File: config.mk
export PLATFORM = sky130hd
export DESIGN_NAME = csv_field_tokenizer_flat
export DESIGN_NICKNAME = d
export VERILOG_FILES = /design/src/design/csvft_pkg.sv /design/src/design/csvft_req_if.sv /design/src/design/csvft_rsp_if.sv /design/src/design/csvft_ram.sv /design/src/design/csvft_ctrl.sv /design/src/design/csvft_datapath.sv /design/src/design/csv_field_tokenizer.sv /design/src/flat_wrapper.sv
export VERILOG_INCLUDE_DIRS = /design/src /design/src/design
export SDC_FILE = /design/constraint.sdc
export NUM_CORES = 1
export LEC_CHECK = 0
export BUFFER_PORTS_ARGS = -buffer_cell sky130_fd_sc_hd__buf_4
export CAP_MARGIN = 10
export CELL_PAD_IN_SITES_DETAIL_PLACEMENT = 1
export CELL_PAD_IN_SITES_GLOBAL_PLACEMENT = 2
export CORE_MARGIN = 2
export CORE_UTILIZATION = 41
export CTS_CLUSTER_DIAMETER = 150
export DETAILED_ROUTE_END_ITERATION = 8
export PLACE_DENSITY_LB_ADDON = 0.25
export SETUP_SLACK_MARGIN = 0.2
export SLEW_MARGIN = 15
export SYNTH_ARGS = -nofsm -noshare
export SYNTH_HDL_FRONTEND = slang
export SYNTH_SLANG_ARGS = --single-unit
File: constraint.sdc
create_clock -name clock -period 4.3 [get_ports clock]
set_input_delay 0.43 -clock clock [delete_from_list [all_inputs] [get_ports clock]]
set_output_delay 0.43 -clock clock [all_outputs]
set_load 0.005 [all_outputs]
File: src/design/csv_field_tokenizer_defines.svh
// Assertion macros for the CSV field tokenizer.
// Taken in by the top level; no other dependencies.
`ifndef CSV_FIELD_TOKENIZER_DEFINES_SVH
`define CSV_FIELD_TOKENIZER_DEFINES_SVH

// Same-cycle implication, disabled while reset is high.
`define CSVFT_ASSERT_NOW(label, clk, rst, ante, cons, msg) \
   label: assert property (@(posedge clk) disable iff (rst) (ante) |-> (cons)) \
      else $error(msg);

// Next-cycle implication, disabled while reset is high.
`define CSVFT_ASSERT_NEXT(label, clk, rst, ante, cons, msg) \
   label: assert property (@(posedge clk) disable iff (rst) (ante) |=> (cons)) \
      else $error(msg);

`endif

File: src/design/csvft_pkg.sv
// Shared types, constants and helpers of the CSV field tokenizer.
// No dependencies; used by csvft_ctrl, csvft_datapath and the top level.
package csvft_pkg;

   localparam int SPACE_DEPTH_DEF = 16;
   localparam int MAX_FIELDS_DEF  = 256;

   localparam logic [7:0] DELIM_RESET = 8'd44;
   localparam logic [7:0] QUOTE_RESET = 8'd34;

   // configuration port: two 8-bit registers in 32-bit words at byte addresses 0 and 4
   localparam int CSR_AW = 3;
   localparam int CSR_DW = 32;
   localparam logic REG_DELIM = 1'b0;
   localparam logic REG_QUOTE = 1'b1;

   typedef struct packed {
      logic [7:0] out_byte;
      logic       byte_valid;
      logic       field_end;
      logic [7:0] field_index;
      logic       space_overflow;
      logic       last_of_run;
   } rsp_type;

   // controller -> datapath
   typedef struct packed {
      logic accept;
      logic flush_step;
      logic char_emit;
   } ctl_cmd_type;

   // datapath -> controller
   typedef struct packed {
      logic slot_free;
      logic needs_flush;
      logic flush_last;
   } dp_stat_type;

   function automatic logic is_space(input logic [7:0] c);
      return (c inside {[8'd9:8'd13], 8'd32});
   endfunction

endpackage

File: src/design/csvft_req_if.sv
// Input channel of the CSV field tokenizer: one byte or a line end per item.
// No dependencies.
interface csvft_req_if;
   logic       valid;
   logic       ready;
   logic [7:0] char_byte;
   logic       line_end;

   modport source (output valid, char_byte, line_end, input ready);
   modport sink   (input valid, char_byte, line_end, output ready);
endinterface

File: src/design/csvft_rsp_if.sv
// Result channel of the CSV field tokenizer: content bytes and field ends.
// No dependencies.
interface csvft_rsp_if;
   logic       valid;
   logic       ready;
   logic [7:0] out_byte;
   logic       byte_valid;
   logic       field_end;
   logic [7:0] field_index;
   logic       space_overflow;
   logic       last_of_run;

   modport source (output valid, out_byte, byte_valid, field_end, field_index,
                   space_overflow, last_of_run, input ready);
   modport sink   (input valid, out_byte, byte_valid, field_end, field_index,
                   space_overflow, last_of_run, output ready);
endinterface

File: src/design/csvft_ram.sv
// Generic single-write, single-read RAM with registered read data.
// No dependencies.
module csvft_ram #(
   parameter int WIDTH = 8,
   parameter int DEPTH = 16,
   localparam int AW = (DEPTH > 1) ? $clog2(DEPTH) : 1
) (
   input  logic             clock,
   input  logic             we,
   input  logic [AW-1:0]    waddr,
   input  logic [WIDTH-1:0] wdata,
   input  logic             re,
   input  logic [AW-1:0]    raddr,
   output logic [WIDTH-1:0] rdata
);

   logic [WIDTH-1:0] mem_ff [DEPTH];
   logic [WIDTH-1:0] rdata_ff;

   always_ff @(posedge clock) begin
      if (we) begin
         mem_ff[waddr] <= wdata;
      end
      if (re) begin
         rdata_ff <= mem_ff[raddr];
      end
   end

   assign rdata = rdata_ff;

endmodule

File: src/design/csvft_ctrl.sv
// Sequencer of the CSV field tokenizer: takes items, walks whitespace flushes.
// Depends on csvft_pkg.
module csvft_ctrl
   import csvft_pkg::*;
(
   input  logic        clock,
   input  logic        reset,
   input  logic        req_valid,
   output logic        req_ready,
   input  dp_stat_type stat,
   output ctl_cmd_type cmd
);

   typedef enum logic [1:0] {ST_IDLE, ST_FLUSH, ST_CHAR} state_type;

   state_type state_ff;
   state_type state_in;

   always_comb begin
      state_in  = state_ff;
      cmd       = '0;
      req_ready = 1'b0;
      case (state_ff)
         ST_IDLE: begin
            req_ready = stat.slot_free;
            if (req_valid && stat.slot_free) begin
               cmd.accept = 1'b1;
               if (stat.needs_flush) begin
                  state_in = ST_FLUSH;
               end
            end
         end
         ST_FLUSH: begin
            if (stat.slot_free) begin
               cmd.flush_step = 1'b1;
               if (stat.flush_last) begin
                  state_in = ST_CHAR;
               end
            end
         end
         ST_CHAR: begin
            if (stat.slot_free) begin
               cmd.char_emit = 1'b1;
               state_in      = ST_IDLE;
            end
         end
         default: state_in = ST_IDLE;
      endcase
   end

   always_ff @(posedge clock) begin
      if (reset) begin
         state_ff <= ST_IDLE;
      end else begin
         state_ff <= state_in;
      end
   end

endmodule

File: src/design/csvft_datapath.sv
// Datapath of the CSV field tokenizer: quote and field state, whitespace
// buffer, output register. Depends on csvft_pkg and csvft_ram.
module csvft_datapath
   import csvft_pkg::*;
#(
   parameter int SPACE_DEPTH = SPACE_DEPTH_DEF,
   parameter int MAX_FIELDS  = MAX_FIELDS_DEF
) (
   input  logic        clock,
   input  logic        reset,
   input  logic [7:0]  delimiter_char,
   input  logic [7:0]  quote_char,
   input  logic [7:0]  char_byte,
   input  logic        line_end,
   input  ctl_cmd_type cmd,
   output dp_stat_type stat,
   input  logic        rsp_ready,
   output logic        rsp_valid,
   output rsp_type     rsp
);

   localparam int CW  = $clog2(SPACE_DEPTH + 1);
   localparam int AW  = (SPACE_DEPTH > 1) ? $clog2(SPACE_DEPTH) : 1;
   localparam int CAP = (MAX_FIELDS - 1 > 255) ? 255 : MAX_FIELDS - 1;

   logic          in_quotes_ff, in_quotes_in;
   logic          pending_ff, pending_in;
   logic          seen_ff, seen_in;
   logic [CW-1:0] count_ff, count_in;
   logic [CW-1:0] idx_ff, idx_in;
   logic [7:0]    counter_ff, counter_in;
   logic          ovf_ff, ovf_in;
   logic [7:0]    hold_ff, hold_in;
   logic          valid_ff, valid_in;
   rsp_type       rsp_ff, rsp_in;

   logic          ram_we, ram_re;
   logic [AW-1:0] ram_raddr;
   logic [7:0]    ram_rdata;

   logic          lit_quote, toggle, quotes_eff, is_quote, is_delim, is_content, sp;
   logic [CW-1:0] idx_nxt;
   logic          slot_free;

   // item decode; a pending quote followed by a quote is one literal quote
   always_comb begin
      lit_quote  = pending_ff && (char_byte == quote_char);
      toggle     = pending_ff && !lit_quote;
      quotes_eff = in_quotes_ff ^ toggle;
      is_quote   = !lit_quote && (char_byte == quote_char);
      is_delim   = !is_quote && !lit_quote && (char_byte == delimiter_char) && !quotes_eff;
      is_content = !line_end && !is_quote && !is_delim;
      sp         = is_space(char_byte);
   end

   assign slot_free = !valid_ff || rsp_ready;
   assign idx_nxt   = idx_ff + CW'(1);

   assign stat.slot_free   = slot_free;
   assign stat.needs_flush = is_content && !sp && (count_ff != '0);
   assign stat.flush_last  = (idx_nxt == count_ff);

   always_comb begin
      in_quotes_in = in_quotes_ff;
      pending_in   = pending_ff;
      seen_in      = seen_ff;
      count_in     = count_ff;
      idx_in       = idx_ff;
      counter_in   = counter_ff;
      ovf_in       = ovf_ff;
      hold_in      = hold_ff;
      rsp_in       = rsp_ff;
      valid_in     = valid_ff && !rsp_ready;
      ram_we       = 1'b0;
      ram_re       = 1'b0;
      ram_raddr    = '0;

      if (cmd.accept) begin
         if (line_end) begin
            rsp_in       = '{out_byte: 8'd0, byte_valid: 1'b0, field_end: 1'b1,
                             field_index: counter_ff, space_overflow: ovf_ff,
                             last_of_run: 1'b1};
            valid_in     = 1'b1;
            pending_in   = 1'b0;
            in_quotes_in = 1'b0;
            seen_in      = 1'b0;
            count_in     = '0;
            ovf_in       = 1'b0;
            counter_in   = '0;
         end else begin
            pending_in   = is_quote;
            in_quotes_in = quotes_eff;
            if (is_delim) begin
               rsp_in   = '{out_byte: 8'd0, byte_valid: 1'b0, field_end: 1'b1,
                            field_index: counter_ff, space_overflow: ovf_ff,
                            last_of_run: 1'b1};
               valid_in = 1'b1;
               seen_in  = 1'b0;
               count_in = '0;
               ovf_in   = 1'b0;
               if (counter_ff < 8'(CAP)) begin
                  counter_in = counter_ff + 8'd1;
               end
            end else if (is_content) begin
               if (sp) begin
                  // leading whitespace is dropped, inner whitespace buffered
                  if (seen_ff) begin
                     if (count_ff < CW'(SPACE_DEPTH)) begin
                        ram_we   = 1'b1;
                        count_in = count_ff + CW'(1);
                     end else begin
                        ovf_in = 1'b1;
                     end
                  end
               end else if (count_ff == '0) begin
                  rsp_in   = '{out_byte: char_byte, byte_valid: 1'b1, field_end: 1'b0,
                               field_index: counter_ff, space_overflow: 1'b0,
                               last_of_run: 1'b1};
                  valid_in = 1'b1;
                  seen_in  = 1'b1;
               end else begin
                  // flush the buffered run first; first read issued now
                  hold_in = char_byte;
                  seen_in = 1'b1;
                  idx_in  = '0;
                  ram_re  = 1'b1;
               end
            end
         end
      end

      if (cmd.flush_step) begin
         rsp_in    = '{out_byte: ram_rdata, byte_valid: 1'b1, field_end: 1'b0,
                       field_index: counter_ff, space_overflow: ovf_ff,
                       last_of_run: 1'b0};
         valid_in  = 1'b1;
         idx_in    = idx_nxt;
         ram_re    = 1'b1;
         ram_raddr = idx_nxt[AW-1:0];
      end

      if (cmd.char_emit) begin
         rsp_in   = '{out_byte: hold_ff, byte_valid: 1'b1, field_end: 1'b0,
                      field_index: counter_ff, space_overflow: 1'b0,
                      last_of_run: 1'b1};
         valid_in = 1'b1;
         count_in = '0;
         ovf_in   = 1'b0;
      end
   end

   always_ff @(posedge clock) begin
      if (reset) begin
         in_quotes_ff <= 1'b0;
         pending_ff   <= 1'b0;
         seen_ff      <= 1'b0;
         count_ff     <= '0;
         idx_ff       <= '0;
         counter_ff   <= '0;
         ovf_ff       <= 1'b0;
         valid_ff     <= 1'b0;
      end else begin
         in_quotes_ff <= in_quotes_in;
         pending_ff   <= pending_in;
         seen_ff      <= seen_in;
         count_ff     <= count_in;
         idx_ff       <= idx_in;
         counter_ff   <= counter_in;
         ovf_ff       <= ovf_in;
         valid_ff     <= valid_in;
      end
      hold_ff <= hold_in;
      rsp_ff  <= rsp_in;
   end

   csvft_ram #(
      .WIDTH (8),
      .DEPTH (SPACE_DEPTH)
   ) u_space_ram (
      .clock (clock),
      .we    (ram_we),
      .waddr (count_ff[AW-1:0]),
      .wdata (char_byte),
      .re    (ram_re),
      .raddr (ram_raddr),
      .rdata (ram_rdata)
   );

   assign rsp_valid = valid_ff;
   assign rsp       = rsp_ff;

endmodule

File: src/design/csv_field_tokenizer.sv
// CSV field tokenizer. Feed one line a byte per item, then a line-end item.
// Content bytes come out one per result and each field closes with a
// field-end result carrying its index (saturating). The quote character
// toggles quoted mode, a doubled quote gives one literal quote, and the
// delimiter splits fields only outside quotes. Leading whitespace of a field
// is dropped; inner whitespace runs are held in a SPACE_DEPTH-entry buffer and
// released just before the next non-space byte, or dropped at field end.
// Flow: an item causing no result or one result is taken as soon as the
// output register is empty or being drained. A byte that releases n buffered
// whitespace bytes is taken and starts the first buffer read; the n bytes and
// then the byte go out one per result, paced by the single output register
// and the buffer's registered read port, and no new item is taken meanwhile.
// Registers: delimiter at byte address 0, quote at 4 (APB, 32-bit data).
// Depends on csvft_pkg, the channel interfaces, csvft_ctrl and csvft_datapath.
`include "csv_field_tokenizer_defines.svh"

module csv_field_tokenizer
   import csvft_pkg::*;
#(
   parameter int SPACE_DEPTH = SPACE_DEPTH_DEF,
   parameter int MAX_FIELDS  = MAX_FIELDS_DEF
) (
   input  logic              clock,
   input  logic              reset,
   csvft_req_if.sink         req_bus,
   csvft_rsp_if.source       rsp_bus,
   input  logic              psel,
   input  logic              penable,
   input  logic              pwrite,
   input  logic [CSR_AW-1:0] paddr,
   input  logic [CSR_DW-1:0] pwdata,
   output logic [CSR_DW-1:0] prdata,
   output logic              pready
);

   logic [7:0]  delim_ff, delim_in;
   logic [7:0]  quote_ff, quote_in;
   logic        csr_wr;
   ctl_cmd_type cmd;
   dp_stat_type stat;
   rsp_type     rsp;

   // configuration registers
   assign pready = 1'b1;
   assign csr_wr = psel && penable && pwrite;

   always_comb begin
      delim_in = delim_ff;
      quote_in = quote_ff;
      if (csr_wr) begin
         case (paddr[2])
            REG_DELIM: delim_in = pwdata[7:0];
            REG_QUOTE: quote_in = pwdata[7:0];
            default: ;
         endcase
      end
   end

   always_comb begin
      case (paddr[2])
         REG_DELIM: prdata = {{(CSR_DW-8){1'b0}}, delim_ff};
         REG_QUOTE: prdata = {{(CSR_DW-8){1'b0}}, quote_ff};
         default:   prdata = '0;
      endcase
   end

   always_ff @(posedge clock) begin
      if (reset) begin
         delim_ff <= DELIM_RESET;
         quote_ff <= QUOTE_RESET;
      end else begin
         delim_ff <= delim_in;
         quote_ff <= quote_in;
      end
   end

   csvft_ctrl u_ctrl (
      .clock     (clock),
      .reset     (reset),
      .req_valid (req_bus.valid),
      .req_ready (req_bus.ready),
      .stat      (stat),
      .cmd       (cmd)
   );

   csvft_datapath #(
      .SPACE_DEPTH (SPACE_DEPTH),
      .MAX_FIELDS  (MAX_FIELDS)
   ) u_datapath (
      .clock          (clock),
      .reset          (reset),
      .delimiter_char (delim_ff),
      .quote_char     (quote_ff),
      .char_byte      (req_bus.char_byte),
      .line_end       (req_bus.line_end),
      .cmd            (cmd),
      .stat           (stat),
      .rsp_ready      (rsp_bus.ready),
      .rsp_valid      (rsp_bus.valid),
      .rsp            (rsp)
   );

   assign rsp_bus.out_byte       = rsp.out_byte;
   assign rsp_bus.byte_valid     = rsp.byte_valid;
   assign rsp_bus.field_end      = rsp.field_end;
   assign rsp_bus.field_index    = rsp.field_index;
   assign rsp_bus.space_overflow = rsp.space_overflow;
   assign rsp_bus.last_of_run    = rsp.last_of_run;

   // a line end always yields its field-end item straight away
   `CSVFT_ASSERT_NEXT(a_line_end_closes, clock, reset,
      cmd.accept && req_bus.line_end,
      rsp_bus.valid && rsp_bus.field_end && rsp_bus.last_of_run,
      "line end did not produce a closing field-end item")

   // the held byte must go out before another item is taken
   `CSVFT_ASSERT_NEXT(a_char_after_flush, clock, reset,
      cmd.flush_step && stat.flush_last,
      !cmd.accept,
      "item taken before the held byte of a flush was sent")

   // only flushed whitespace is not last of its run
   `CSVFT_ASSERT_NOW(a_flush_item_shape, clock, reset,
      rsp_bus.valid && !rsp_bus.last_of_run,
      rsp_bus.byte_valid && !rsp_bus.field_end,
      "non-final item is not a content byte")

   // a result without a byte can only be a field end
   `CSVFT_ASSERT_NOW(a_empty_is_field_end, clock, reset,
      rsp_bus.valid && !rsp_bus.byte_valid,
      rsp_bus.field_end && rsp_bus.last_of_run && (rsp_bus.out_byte == 8'd0),
      "byte-less item is not a final field end")

endmodule
File: src/flat_wrapper.sv
// flat-port wrapper written by rule: the top's interface ports become plain ports
module csv_field_tokenizer_flat import csvft_pkg::*;
#(
   parameter int SPACE_DEPTH = SPACE_DEPTH_DEF,
   parameter int MAX_FIELDS  = MAX_FIELDS_DEF
)
  (clock, reset, psel, penable, pwrite, paddr, pwdata, prdata, pready, req_bus_valid, req_bus_char_byte, req_bus_line_end, req_bus_ready, rsp_bus_valid, rsp_bus_out_byte, rsp_bus_byte_valid, rsp_bus_field_end, rsp_bus_field_index, rsp_bus_space_overflow, rsp_bus_last_of_run, rsp_bus_ready);
  csvft_req_if req_bus_i ();
  csvft_rsp_if rsp_bus_i ();
  input  logic clock;
  input  logic reset;
  input  logic psel;
  input  logic penable;
  input  logic pwrite;
  input  logic [CSR_AW-1:0] paddr;
  input  logic [CSR_DW-1:0] pwdata;
  output logic [CSR_DW-1:0] prdata;
  output logic pready;
  input wire logic [$bits(req_bus_i.valid)-1:0] req_bus_valid;
  input wire logic [$bits(req_bus_i.char_byte)-1:0] req_bus_char_byte;
  input wire logic [$bits(req_bus_i.line_end)-1:0] req_bus_line_end;
  output wire logic [$bits(req_bus_i.ready)-1:0] req_bus_ready;
  output wire logic [$bits(rsp_bus_i.valid)-1:0] rsp_bus_valid;
  output wire logic [$bits(rsp_bus_i.out_byte)-1:0] rsp_bus_out_byte;
  output wire logic [$bits(rsp_bus_i.byte_valid)-1:0] rsp_bus_byte_valid;
  output wire logic [$bits(rsp_bus_i.field_end)-1:0] rsp_bus_field_end;
  output wire logic [$bits(rsp_bus_i.field_index)-1:0] rsp_bus_field_index;
  output wire logic [$bits(rsp_bus_i.space_overflow)-1:0] rsp_bus_space_overflow;
  output wire logic [$bits(rsp_bus_i.last_of_run)-1:0] rsp_bus_last_of_run;
  input wire logic [$bits(rsp_bus_i.ready)-1:0] rsp_bus_ready;
  assign req_bus_i.valid = req_bus_valid;
  assign req_bus_i.char_byte = req_bus_char_byte;
  assign req_bus_i.line_end = req_bus_line_end;
  assign req_bus_ready = req_bus_i.ready;
  assign rsp_bus_valid = rsp_bus_i.valid;
  assign rsp_bus_out_byte = rsp_bus_i.out_byte;
  assign rsp_bus_byte_valid = rsp_bus_i.byte_valid;
  assign rsp_bus_field_end = rsp_bus_i.field_end;
  assign rsp_bus_field_index = rsp_bus_i.field_index;
  assign rsp_bus_space_overflow = rsp_bus_i.space_overflow;
  assign rsp_bus_last_of_run = rsp_bus_i.last_of_run;
  assign rsp_bus_i.ready = rsp_bus_ready;
  csv_field_tokenizer #(.SPACE_DEPTH(SPACE_DEPTH), .MAX_FIELDS(MAX_FIELDS)) u_core (.clock(clock), .reset(reset), .req_bus(req_bus_i), .rsp_bus(rsp_bus_i), .psel(psel), .penable(penable), .pwrite(pwrite), .paddr(paddr), .pwdata(pwdata), .prdata(prdata), .pready(pready));
endmodule
# After elaboration in Yosys (flattened, before gate mapping)
# Memories as Yosys holds them, arrays and structs flattened. A register that Yosys moved wholly into a read port is not among the register bits.
# Index checks and enable logic that the tools add are counted.
[op_classes]
add_sub_neg = 3
magnitude_cmp = 4
n_eq_ne = 19
mux = 74
n_bitwise = 6
n_reduce_logical = 56
[ops]
columns = ["op", "count"]
rows = [
  ["20-bit 2-to-1 mux", 8],
  ["5-bit 2-to-1 mux", 13],
  ["32-bit one-hot mux with 2 select lines", 1],
  ["1-bit 2-to-1 mux", 42],
  ["8-bit 2-to-1 mux", 3],
  ["3-bit nonzero test", 6],
  ["8-bit == test", 2],
  ["1-bit logical AND", 15],
  ["5-bit AND reduction", 3],
  ["5-bit nonzero test", 3],
  ["2-bit by 1-bit inequality test with 1-bit output (second input constant)", 6],
  ["4-bit AND reduction", 3],
  ["6-bit AND reduction", 2],
  ["5-bit by 1-bit adder with 5-bit output (second input constant)", 2],
  ["2-bit 2-to-1 mux", 5],
  ["2-bit nonzero test", 5],
  ["8-bit by 1-bit adder with 8-bit output (second input constant)", 1],
  ["8-bit by 6-bit == test with 1-bit output (second input constant)", 1],
  ["8-bit by 4-bit greater-or-equal comparator with 1-bit output (second input constant)", 1],
  ["8-bit by 4-bit <= comparator with 1-bit output (second input constant)", 1],
  ["1-bit logical NOT", 8],
  ["8-bit less-than comparator (second input constant)", 1],
  ["4-bit nonzero test", 2],
  ["2-bit inequality test (second input constant)", 3],
  ["other kinds (17)", 25],
]
[totals]
ff_bits = 69
mem_bits_rw = 128
inputBits = 51
output_inout_bits = 55
wordCells = 181
memories = 1
[memory_table]
columns = ["name", "words", "width", "read_ports", "rd_clocked_by_memory_dff", "write_ports", "line", "rtl"]
rows = [
  ["u_core.u_datapath.u_space_ram.mem_ff", 16, 8, 1, 1, 1, "csvft_ram.sv:17", "logic [WIDTH-1:0] mem_ff [DEPTH];"],
]

# Longest topological paths before layout
[logic_depth]
word_depth = 16
mapped_depth = 9
mapped_depth_nobuf = 7

# Modules after synthesis
# A second synthesis with hierarchy kept.
[hier_totals]
cells_unflattened = 632
hier_area_um2 = 9106.2
[by_module_without_submodules]
columns = ["module", "n_inst", "cells_each", "area_each_um2", "seq_area_each_um2"]
rows = [
  ["csvft_ram", 1, 229, 5227.5, 4083.9],
  ["csvft_datapath", 1, 287, 2751.4, 1261.2],
  ["csv_field_tokenizer", 1, 104, 1008.5, 320.3],
  ["csvft_ctrl", 1, 12, 118.9, 40.0],
]

# Worst setup path before layout
# OpenSTA, ideal clock, no wires.
[synth_timing]
kind = "in2reg"
start = "input port req_bus_char_byte[6]"
end = "register u_core.u_datapath.rsp_ff (netlist bit u_core.u_datapath.rsp[12]), enable pin"
arrival_time_ps = 2873
t_required_ps = 3889
setup_slack_ps = 1016
cell_stages = 7
path_buffers = 1
cell_sequence = "xnor2_1 -> nand4_1 -> or2_2 -> buf_6 -> a41oi_1 -> a21boi_0 -> o21ai_0"
[synth_between]
elab_chain_len = 12
[synth_rtl]
columns = ["item", "line", "rtl"]
rows = [
  ["start: declaration", "flat_wrapper.sv:20", "input wire logic [$bits(req_bus_i.char_byte)-1:0] req_bus_char_byte;"],
  ["8-bit == test", "csvft_datapath.sv:47, csvft_datapath.sv:50", ""],
  ["1-bit logical AND", "csvft_datapath.sv:47", "lit_quote = pending_ff && (char_byte == quote_char);"],
  ["1-bit logical NOT", "csvft_datapath.sv:48, csvft_datapath.sv:50, csvft_datapath.sv:51", ""],
  ["1-bit logical AND", "csvft_datapath.sv:50", "is_quote = !lit_quote && (char_byte == quote_char);"],
  ["1-bit logical NOT", "csvft_datapath.sv:51, csvft_datapath.sv:52", ""],
  ["1-bit logical AND (3 in a row)", "csvft_datapath.sv:51", "is_delim = !is_quote && !lit_quote && (char_byte == delimiter_char) && !quotes_eff;"],
  ["1-bit logical NOT", "csvft_datapath.sv:52", "is_content = !line_end && !is_quote && !is_delim;"],
  ["1-bit logical AND", "csvft_datapath.sv:52", ""],
  ["5-bit nonzero test (no line)", "n/a", ""],
  ["4-bit AND reduction (no line) (*)", "n/a", ""],
  ["end signal: assignment", "csvft_datapath.sv:173", "rsp_ff <= rsp_in;"],
  ["end: declaration", "csvft_datapath.sv:35", "rsp_type rsp_ff, rsp_in;"],
]
# Mark *: on every way between the ends. The rest lies on a longest branch, timed or not.
# A chain may end at the register's enable or synchronous reset.

# Final worst setup path
[layout_timing]
start = "register u_core.u_datapath.idx_ff[0]"
end = "register u_core.u_datapath.u_space_ram.rdata_ff[6] (netlist: u_core.u_datapath.u_space_ram.rdata[6]), read port of u_core.u_datapath.u_space_ram.mem_ff (data pin)"
[layout_between]
elab_chain_len = 2
[layout_rtl]
columns = ["item", "line", "rtl"]
rows = [
  ["start: declaration", "csvft_datapath.sv:30", "logic [CW-1:0] idx_ff, idx_in;"],
  ["start signal: assignment", "csvft_datapath.sv:167", "idx_ff <= idx_in;"],
  ["5-bit by 1-bit adder with 5-bit output", "csvft_datapath.sv:57", "assign idx_nxt = idx_ff + CW'(1);"],
  ["4-bit 2-to-1 mux", "csvft_datapath.sv:132", "if (cmd.flush_step) begin"],
  ["end: declaration", "csvft_ram.sv:18", "logic [WIDTH-1:0] rdata_ff;"],
]
# No other way between the ends.

==> impl_metrics.csv <==
group,metric,value,unit
status,status,"completed",
route,via_per_inst,5.35,
route,num_vias,5357,
power_and_ir_drop,p_leak,3.49,nW
worst_hold_path,hold_path_end,"u_core.delim_ff[3]",
final_layout,most-common-layout-cells,"edfxtp_1 (160), mux2i_1 (72), buf_4 (71), dfxtp_1 (45), nor2_1 (35)",
sta,hold_viol,0,
clock_tree,clockRootBuffer,"clkbuf_16",
synthesis,ys_seq_area_frac,0.634,
clock_tree,clkLatencyLatePin,510,ps
worst_setup_path,r2r_start,"u_core.u_datapath.idx_ff[0]",
sta,tns,0,ps
worst_setup_path,critical_path_required,4510,ps
final_layout,fin_area,0.0104,mm2
worst_setup_path,crit_type,"register to register",
placement,portBuffers,54,
power_and_ir_drop,switching_share,0.208,
synthesis,synth_area,0.00900,mm2
worst_setup_path,worst-r2r-cell-count,9,
worst_hold_path,min_from,"pwdata[3]",
synthesis,yosys_warnings,0,
clock_tree,cts_buffers,22,
final_layout,post-route-util,0.477,
sta,drv_slew,0,
clock_tree,cts_tree,"done",
route,totalWireLength,20700,um
final_layout,antennaDiodeCount,0,
clock_tree,post_cts_buffers,0,
floorplanning,rows,54,
sta,worst_pin_slew,1040,ps
sta,fin_crit_sh,0.737,
route,drt_iter0_drc,356,
sta,rsz0062_at_grt,"false",
floorplanning,floorplan.core_area,0.0217,mm2
floorplanning,fp.dieArea,0.0231,mm2
global_routing,grt.overflow.total,0,
clock_tree,path_clk_slew,60,ps
worst_setup_path,regToRegSetupSlack,1130,ps
sta,setup_viol,0,
placement,gp_congestion,0.759,
power_and_ir_drop,internal_power,3.29,mW
power_and_ir_drop,p_seq_frac,0.521,
floorplanning,die_x,152,um
worst_setup_path,cp.arrival,3380,ps
worst_setup_path,start_kind,"register",
final_layout,num-nets-final,763,
worst_setup_path,slowest_delay,700,ps
synthesis,synthCells,638,
route,detail-route-antenna-nets,0,
global_routing,grt_usage,0.179,
synthesis,yosys_register_bits,205,
worst_setup_path,cp_num_buf_inv,2,
global_routing,grt_pass1_wl,32400,um
clock_tree,clock-sinks,205,
worst_setup_path,reg2reg_to,"u_core.u_datapath.u_space_ram.rdata[6]",
global_routing,antenna_found_initial,0,
route,wl_per_cell,20.7,um
global_routing,grt_pass1_vias,5663,
run,maxCapViolations,0,
floorplanning,start_util,0.415,
placement,hpwl,14000,um
worst_setup_path,timing.critical_path.mode_cell,"mux2i_1",
placement,pre_cts_ws,681,ps
route,first_pass_iters,5,
worst_setup_path,cpLargestDelayFamily,"buffers and inverters",
clock_tree,ctsHtreeMaxLevel,1,
floorplanning,io_pins,106,
synthesis,synth_edf_count,160,
worst_setup_path,cp-end-kind,"register",
power_and_ir_drop,p_clk_frac,0.437,
sta,hold_slack,142,ps
clock_tree,clock_path_buffers,3,
worst_setup_path,path_cells,"ha_1 > xnor2_1 > nor3_2 > buf_4 > buf_4 > mux2i_1 > mux2i_1 > o22ai_1 > mux2i_1",
floorplanning,die_h,152,um
sta,slew_headroom,0.301,
synthesis,synth_cell_type_count,64,
worst_setup_path,slowest_stage,"dfxtp_1",
power_and_ir_drop,vdd_drop_max,0.228,mV
synthesis,synth_area_per_cell,14.1,um2
worst_setup_path,crit_path_max_fanout,27,
final_layout,layout_commonest_cell,"edfxtp_1",
synthesis,synth_ff_type,"edfxtp_1",
global_routing,grt_max_degree,42,
placement,placed_cell_area,0.00967,mm2
route,drc,0,
synthesis,async_reset_ff_frac,0,
worst_hold_path,hold_class,"input pin to register",
clock_tree,cts_hold_buf,0,
power_and_ir_drop,power_switching,0.864,mW
power_and_ir_drop,combPwrFrac,0.042,
power_and_ir_drop,powerDensity,401,mW/mm2
sta,period_needed,3170,ps
sta,fmax,316,MHz
sta,setup_ws,1130,ps
worst_hold_path,whs_path_depth,2,
clock_tree,cts_resized,0,
worst_setup_path,crit_cells,9,
final_layout,area_growth,15.1,%
final_layout,final_layout_size_suffix_gt1_frac,0.201,
sta,clock_skew,15.8,ps
layout make-up:
type                    count  area, um2
clock buffers              29        577
fillers                  2174      11300
flip-flops and latches    205       5710
well taps                 280        350
inverters                  18       67.6
multi-input cells         388       3010
repair buffers             71        533
clock inverters            11        110
logic make-up (layout without fill, tap and decap cells):
family / after synthesis / after routing / synth area share
buf+inv: 68 / 129 / 0.0423
mux: 96 / 96 / 0.130
flops: 205 / 205 / 0.634
xor+xnor: 28 / 28 / 0.0273
other cells: 2 / 25 / 0.000835
simple gates: 160 / 160 / 0.0965
fa+ha+maj: 6 / 6 / 0.00834
compound gates: 73 / 73 / 0.0606
power by group through the flow:
stage                     combinational, mW  sequential (mW)  clock [mW]
final                                 0.176             2.16        1.81
after global routing                  0.194             2.17        1.92
after floorplan                      0.0875             2.21           0
after detailed placement              0.178             2.21           0
after global placement                0.172             2.20           0
after CTS                             0.179             2.16        1.85
synthesized netlist by cell type, types with 3 or more instances:
cell type  instances  area (um2)
o21ai_0            9        45.0
mux2_2             8        90.1
clkbuf_1          11        41.3
nor2b_1           17         106
mux2i_1           72         721
dfxtp_1           45         901
ha_1               6        75.1
or3_1              4        25.0
a222oi_1           8        80.1
buf_2              9        45.0
xnor2_1           16         140
a21oi_1           17        85.1
nand3b_1           8        60.1
nand3_1           11        55.1
nor3_1            11        55.1
nand2_1           29         109
inv_1             18        67.6
o22ai_1            9        56.3
nand2_2            4        25.0
a31oi_1            4        25.0
buf_4             26         195
nor4_1             3        18.8
xor2_1            12         105
mux4_2            16         360
nor2_1            38         143
nor3_2             5        50.1
nand4_1            7        43.8
a21boi_0           4        30.0
nand2b_1           3        18.8
edfxtp_1         160        4800
a211o_1            3        26.3
per-stage QoR:
stage	instances	total power, mW
3_5_place_dp	962	2.38
3_3_place_gp	962	2.38
4_1_cts	1002	4.19
6_report	1002	4.15
2_1_floorplan	661	2.29
5_1_grt	1002	4.28
registers in the layout, summed over array words and instances, names as in the netlist:
signal                                count
u_core.delim_ff                           8
u_core.quote_ff                           8
u_core.u_ctrl.state_ff                    2
u_core.u_datapath.count_ff                5
u_core.u_datapath.counter_ff              8
u_core.u_datapath.hold_ff                 8
u_core.u_datapath.idx_ff                  5
u_core.u_datapath.in_quotes_ff            1
u_core.u_datapath.ovf_ff                  1
u_core.u_datapath.pending_ff              1
u_core.u_datapath.rsp                    20
u_core.u_datapath.rsp_valid               1
u_core.u_datapath.seen_ff                 1
u_core.u_datapath.u_space_ram.mem_ff    128
u_core.u_datapath.u_space_ram.rdata       8
how the worst max path moves through the flow:
stage	startpoint	end	slack, ps
after floorplan	req_bus_char_byte[6]	u_core.u_datapath.rsp[12]	1020
after global placement	req_bus_char_byte[4]	u_core.u_datapath.u_space_ram.mem_ff[7][0]	760
after detailed placement	req_bus_char_byte[4]	u_core.u_datapath.u_space_ram.mem_ff[7][4]	680
after CTS	u_core.u_datapath.idx_ff[0]	u_core.u_datapath.u_space_ram.rdata[2]	1080
after global routing	u_core.u_datapath.idx_ff[0]	u_core.u_datapath.u_space_ram.rdata[1]	900
final	u_core.u_datapath.idx_ff[0]	u_core.u_datapath.u_space_ram.rdata[6]	1130
routing by layer:
metal / track usage / part of all wire / up-vias
li1: - / - / 2510
met1: 0.244 / 0.45 / 2719
met2: 0.305 / 0.50 / 101
met3: 0.0239 / 0.031 / 27
met4: 0.0458 / 0.017 / 0
met5: 0 / 0 / -
Power figures use the tool's default switching activity.
